$ cat config.mk
export PLATFORM = sky130hd
export DESIGN_NAME = snp_div_step
export DESIGN_NICKNAME = d
export VERILOG_FILES = /design/src/snp_pkg.sv /design/src/snp_div_step.sv
export SDC_FILE = /design/constraint.sdc
export NUM_CORES = 1
export LEC_CHECK = 0
export BUFFER_PORTS_ARGS = -buffer_cell sky130_fd_sc_hd__buf_4
export CAP_MARGIN = 20
export CORE_MARGIN = 2
export CORE_UTILIZATION = 57
export DETAILED_ROUTE_END_ITERATION = 16
export PLACE_DENSITY = 0.88
export RECOVER_POWER = 50
export SETUP_SLACK_MARGIN = 0.02
export SLEW_MARGIN = 10
export SYNTH_ARGS = -nofsm -noshare
export SYNTH_HDL_FRONTEND = slang
export SYNTH_SLANG_ARGS = --single-unit
$ cat constraint.sdc
create_clock -name clk -period 2.3 [get_ports clk]
set_clock_uncertainty 0.05 [all_clocks]
set_input_delay 0.23 -clock clk [delete_from_list [all_inputs] [get_ports clk]]
set_output_delay 0.23 -clock clk [all_outputs]
set_load 0.01 [all_outputs]
$ cat src/snp_pkg.sv
// Shared constants and types for the segment nearest point core.
`default_nettype none
package snp_pkg;

	// Coordinate width of the registers and query fields
	localparam int COORD_BITS = 32;
	// Fraction bits of the projection ratio
	localparam int T_FRAC = 24;
	// Width of every coordinate port field
	localparam int FIELD_BITS = 32;

	typedef enum logic [1:0] {
		REGION_START    = 2'd0,
		REGION_END      = 2'd1,
		REGION_INTERIOR = 2'd2
	} region_t;

	// Per-item control carried along the pipeline
	typedef struct packed {
		logic    valid;
		region_t region;
	} tag_t;

	typedef enum logic [1:0] {
		CFG_START_X = 2'd0,
		CFG_START_Y = 2'd1,
		CFG_END_X   = 2'd2,
		CFG_END_Y   = 2'd3
	} cfg_index_t;

endpackage
`default_nettype wire

$ cat src/snp_div_step.sv
// One registered step of the restoring ratio divider.
`default_nettype none
module snp_div_step
	import snp_pkg::*;
#(
	parameter int RW = 2 * COORD_BITS + 3
) (
	input  wire logic              clk,
	input  wire logic              arst_n,
	input  wire logic              en,
	input  wire tag_t              tag_i,
	input  wire logic [RW-1:0]     rem_i,
	input  wire logic [RW-1:0]     den_i,
	input  wire logic [T_FRAC-1:0] quo_i,
	output tag_t                   tag_o,
	output logic [RW-1:0]          rem_o,
	output logic [RW-1:0]          den_o,
	output logic [T_FRAC-1:0]      quo_o
);

	logic [RW-1:0] rem_sh;
	logic          take;

	// Shift in a zero, then trial-subtract the denominator
	assign rem_sh = {rem_i[RW-2:0], 1'b0};
	assign take   = rem_sh >= den_i;

	// Advance control on every enabled edge
	always_ff @(posedge clk or negedge arst_n) begin
		if (!arst_n) begin
			tag_o <= '0;
		end else if (en) begin
			tag_o <= tag_i;
		end
	end

	// Advance partial remainder and quotient
	always_ff @(posedge clk) begin
		if (en) begin
			rem_o <= take ? rem_sh - den_i : rem_sh;
			den_o <= den_i;
			quo_o <= {quo_i[T_FRAC-2:0], take};
		end
	end

endmodule
`default_nettype wire

==> impl_summary.md, run 1 <==
Synth
A synthesized cell averages 10.83 sq um. Synthesis produced a netlist with a net count of 1,200. In the post-synthesis netlist, the biggest area contributors are sky130_fd_sc_hd__edfxtp_1 (45%), sky130_fd_sc_hd__ha_1 (8.0%), sky130_fd_sc_hd__mux2_4 (5.7%), sky130_fd_sc_hd__a21oi_1 (4.2%), sky130_fd_sc_hd__xnor2_1 (3.5%). For this run, the number of Yosys warnings is 0. Synthesis produced a netlist whose cell count is 968. The commonest cells after synthesis are sky130_fd_sc_hd__edfxtp_1 (158), sky130_fd_sc_hd__a21oi_1 (87), sky130_fd_sc_hd__inv_1 (82).

The number of synthesized register bits is 161. The area share of the leading cell type in the synthesized netlist is 45.27%. The largest area contributor in the synthesized netlist is sky130_fd_sc_hd__edfxtp_1. The async set or reset register ratio after synthesis is 1.863%. Counting flops with a built-in enable in the synthesized netlist gives 158.

The dominant register cell in the synthesized netlist is sky130_fd_sc_hd__edfxtp_1. The synthesized area is 0.01048 sq mm. The most common cell in the synthesized netlist is sky130_fd_sc_hd__edfxtp_1.

The synthesized netlist contains 74 unique library cells. The sequential fraction of the synthesis area is 45.99%.

Placement
In this run the cell area measured after placement is 0.01555 sq mm. The pre-CTS worst setup slack is -1.097 ns. The final weighted congestion in routability-driven placement is 0.9509. The count of buffers added on input and output ports is 322. The HPWL reported at the end of detailed placement is 30.71 mm.

Floorplanning
The effective utilization at floorplan is 58.14%. The width of the chip is 139.6 um. The chip height is 139.6 um. Row generation in the floorplan step produced 49 rows. The I/O pin count is 325.

Run status
The flow halted during clock tree synthesis (4_1_cts). The flow did not finish. The tool reported: "[ERROR DPL-0033] detailed placement checks failed during check placement".

CTS
The clock passes through at most 2 buffers. The number of buffers added by the clock tree synthesis step is 17. The number of H-tree branching levels is 4. The total number of clock tree sinks is 161. In this run, post-CTS hold repair placed 87 buffers. In this run the clock root is driven by a sky130_fd_sc_hd__clkbuf_16. The number of buffers inserted by post-CTS setup repair is 30. The number of gates resized after cts is 135.
through the flow:
stage	hold slack, ns	instances
global placement	-0.02832	1753
floorplan	-0.1156	968
detailed placement	-0.02108	1753
logic make-up after synthesis:
logic type	Yosys count	share of synthesized area [%]
AOI/OAI and AO/OA	260	16.15
and+or+nand+nor	231	11.21
DFF	161	45.99
buffers and inverters	130	5.790
adders and majority gates	68	8.190
xor gates and xnor gates	60	5.014
muxes	58	7.653
==> run 2, diff against run 1 <==
--- a/config.mk
+++ b/config.mk
@@ -8,11 +8,10 @@
 export BUFFER_PORTS_ARGS = -buffer_cell sky130_fd_sc_hd__buf_4
 export CAP_MARGIN = 20
 export CORE_MARGIN = 2
-export CORE_UTILIZATION = 57
+export CORE_UTILIZATION = 40
 export DETAILED_ROUTE_END_ITERATION = 16
-export PLACE_DENSITY = 0.88
+export PLACE_DENSITY_LB_ADDON = 0.15
 export RECOVER_POWER = 50
-export SETUP_SLACK_MARGIN = 0.02
 export SLEW_MARGIN = 10
 export SYNTH_ARGS = -nofsm -noshare
 export SYNTH_HDL_FRONTEND = slang
==> impl_summary.md, run 2 <==
Run status
The run finished, with violations left. The checks that failed: negative setup slack.

Synth
The mean post-synth cell area is 10.83 sq um (unchanged). The number of unique standard cell types used by synthesis was 74 (unchanged). The number of synthesized register bits is 161 (unchanged). The async set or reset register ratio after synthesis is 1.863% (unchanged). The largest total area in the synthesized netlist belongs to sky130_fd_sc_hd__edfxtp_1. The commonest cells after synthesis are sky130_fd_sc_hd__edfxtp_1 (158), sky130_fd_sc_hd__a21oi_1 (87), sky130_fd_sc_hd__inv_1 (82). Among all cell types in the netlist, the one instantiated most often is sky130_fd_sc_hd__edfxtp_1.

By area the synthesized netlist is led by sky130_fd_sc_hd__edfxtp_1 (45%), sky130_fd_sc_hd__ha_1 (8.0%), sky130_fd_sc_hd__mux2_4 (5.7%), sky130_fd_sc_hd__a21oi_1 (4.2%), sky130_fd_sc_hd__xnor2_1 (3.5%). The synthesized area is 0.01048 sq mm (unchanged). The sequential fraction of the synthesis area is 45.99% (unchanged).

The area share of the leading cell type in the synthesized netlist is 45.27% (unchanged). The number of enable flip-flop cells after synthesis is 158 (unchanged). Among all flip-flop cells after synthesis, the most frequent one is sky130_fd_sc_hd__edfxtp_1. The yosys synthesis warning count is 0 (unchanged). The count of mapped cells out of synthesis is 968 (unchanged). The post-synthesis net count is 1,200 (unchanged).

Placement
The HPWL reported at the end of detailed placement is 26.80 mm (-13%). The final weighted congestion in routability-driven placement is 0.8899 (-6.4%). The number of buffer cells added on primary ports is 322 (unchanged). The pre-CTS worst setup slack is -1.088 ns (+0.009090 ns).

CTS
The clock insertion delay at the later pin of the skew report is 0.43 ns. The cell chosen for the clock root is sky130_fd_sc_hd__clkbuf_16. The number of H-tree branching levels is 4 (unchanged). The number of buffers added by the clock tree synthesis step is 17 (unchanged). The CTS tree is yes. The maximum buffer depth of the clock tree came to 2 (unchanged).

The total number of clock tree sinks is 161 (unchanged). The clock slew seen by the registers of the worst setup and hold paths is 0.08 ns.

Critical path
The capturing element type of the critical path is a register. The data arrival time of the worst path is 2.87 ns. STA classifies the critical path startpoint as an input port. The cell count of the worst reg-to-reg path is 1.

STA puts the critical path data required time at 2.44 ns. The worst register-to-register path ends at tag_o[2]$_DFFE_PN0P_. The critical path launch point is den_i[20]. Across all register-to-register paths, the minimum setup slack is 1.47 ns. The classification of the worst setup path is input port to register. In this run the critical register-to-register path is launched from tag_o[2]$_DFFE_PN0P_. In this run the worst path has a maximum fanout of 10.

Routing
The count of nets left with antenna violations once routing finished came out at 0. The routed layout has 10,470 vias. After detailed routing, the number of remaining DRC violations is 0. After detailed routing, the average wire length per cell comes to 18.26 um. The sum of routed wire length over all layers is 37.10 mm. In the routed layout, each cell is associated on average with a via count of 5.153.

The initial detailed-routing violation count is 636. The first-pass detailed-route iteration total is 5.

Floorplanning
The floorplan step defined a core boundary enclosing 0.02591 sq mm. The row count came to 59 (+20%). The I/O pin count was 325 (unchanged). The width of the chip is 165.9 um (+19%). The effective utilization at floorplan is 40.45% (-18 points). The die area is 0.02751 sq mm. The chip height is 165.9 um (+19%).

STA
For the final routed database, the setup TNS stands at -24.46 ns. The worst hold slack after final layout is 0.04758 ns. The number of pins exceeding their max-slew limit in the final report was 0. Subtracting the final worst setup slack from the clock period gives 2.735 ns.

The final-report setup violation count is 67. The slack of the critical path is -0.4350 ns. For the pin with the worst max-slew slack, the measured transition is 1.207 ns. Of the available clock period, the critical path in the final layout requires 118.9%. In this run the tightest slew margin relative to its limit is 19.55%. Static timing analysis puts the maximum clock frequency at 365.6 MHz. Setup repair after global routing could not meet its margin everywhere.

The number of endpoints with negative hold slack in the final report is 0.

Final layout
Cells fill 71.86% of the core in the end. Fill cells in the final layout number 1,907. In the layout the commonest cells are sky130_fd_sc_hd__buf_4 (524), sky130_fd_sc_hd__edfxtp_1 (158), sky130_fd_sc_hd__dlygate4sd3_1 (92). The layout overhead on the synthesized area is 77.66%. In the final layout, the share of cells above drive strength 1 is 53.69%.

The final layout contains 1,914 nets. The largest registers in the layout are den_o x67, rem_o x67, quo_o x24. The most common library cell in the layout ignoring fill and taps is sky130_fd_sc_hd__buf_4.

Global routing
The initial antenna violation count is 2. The number of global-route vias before repair is 10,860. The pin count of the biggest net entering global routing is 46.

Across every metal layer, demand over resource in global routing totals 26.40%. The total overflow left after global routing is 0. The first-pass GRT wire length is 57.65 mm.

Power
The post-route total power is 10.73 mW. For this design the ratio of total power to cell area is 576.2 mW/mm^2. The leakage power is 8.258 nW. Across the VDD grid, the largest voltage drop is 0.4560 mV.

Hold path
The min-delay analysis places its worst path in the category input port to register. The number of cells on the worst hold path is 2. In this run the most critical hold path is launched from rem_i[14].

The end point of the worst hold path is rem_o[15]$_DFFE_PP_.

Job
The max-capacitance violation count is 0.
## run 2: how the worst max path moves through the flow
stage / endpoint / slack (ns) / cells after the start
2_1_floorplan: rem_o[10]$_DFFE_PP_ / -0.62 / 14
3_3_place_gp: rem_o[27]$_DFFE_PP_ / -1.05 / 12
3_5_place_dp: rem_o[23]$_DFFE_PP_ / -1.09 / 12
4_1_cts: rem_o[44]$_DFFE_PP_ / -0.44 / 17
5_1_grt: rem_o[14]$_DFFE_PP_ / -0.50 / 15
6_report: rem_o[20]$_DFFE_PP_ / -0.43 / 15
## run 2: area by class of cell
type / count / area (sq um) / share of cell area [%]
clock inverters: 15 / 122.6 / 0.6586
well taps: 335 / 419.2 / 2.251
multi-input cells: 677 / 6286 / 33.76
diodes: 2 / 5.005 / 0.02688
inverters: 83 / 371.6 / 1.996
repair buffers: 742 / 6170 / 33.14
clock buffers: 17 / 425.4 / 2.285
flip-flops and latches: 161 / 4820 / 25.89
## run 2: worst max-delay path, cell delays in order
cell and delay, ns:
sky130_fd_sc_hd__buf_8 0.09, sky130_fd_sc_hd__inv_8 0.03, sky130_fd_sc_hd__ha_4 0.25, sky130_fd_sc_hd__and4_4 0.23
sky130_fd_sc_hd__nand2_2 0.05, sky130_fd_sc_hd__or4_4 0.53, sky130_fd_sc_hd__a211oi_4 0.23, sky130_fd_sc_hd__nor3_4 0.10
sky130_fd_sc_hd__o21ai_4 0.15, sky130_fd_sc_hd__and3_4 0.22, sky130_fd_sc_hd__nor2_4 0.05, sky130_fd_sc_hd__clkinv_4 0.09
sky130_fd_sc_hd__buf_12 0.14, sky130_fd_sc_hd__buf_12 0.15, sky130_fd_sc_hd__mux2_4 0.31
## run 2: where the power goes
| part | switching [mW] | internal (mW) | total, mW | leakage, nW |
|---|---|---|---|---|
| clock | 1.37 | 1.42 | 2.78 | 0.266 |
| sequential | 0.0995 | 3.61 | 3.71 | 1.58 |
| combinational | 1.89 | 2.35 | 4.23 | 6.41 |
| total | 3.36 | 7.37 | 10.7 | 8.26 |
## run 2: metal layers
| layer | GRT usage [%] | routed length, um |
|---|---|---|
| met5 | 0 | 0 |
| met2 | 48.13 | 19260 |
| met3 | 5.076 | 1960 |
| met1 | 31.78 | 15170 |
| met4 | 7.146 | 709 |
## run 2: cell families after synthesis
logic type | after synthesis | synth area share [%]
AO/OA/AOI/OAI | 260 | 16.15
AND/OR/NAND/NOR | 231 | 11.21
flip-flops | 161 | 45.99
buffers and inverters | 130 | 5.790
adder cells (fa/ha/maj) | 68 | 8.190
XOR/XNOR | 60 | 5.014
multiplexers | 58 | 7.653
## run 2: repair_timing
item / 4_1_cts / 5_1_grt
resized for setup: 147 / 85
pin swaps: 37 / 49
hold endpoints to repair: 94 / 0
endpoints found under the setup margin: 68 / 68
hold buffers: 92 / 0
buffers inserted: 35 / 22
cloned: 5 / 0
## run 2: per-stage QoR
stage | instance area, sq um | instances
after floorplan | 11070 | 968
after global placement | 15640 | 1853
after detailed placement | 15640 | 1853
after CTS | 18230 | 2013
after global routing | 18620 | 2031
final | 18620 | 2032
Note: power is estimated with default switching activity, not from simulation.
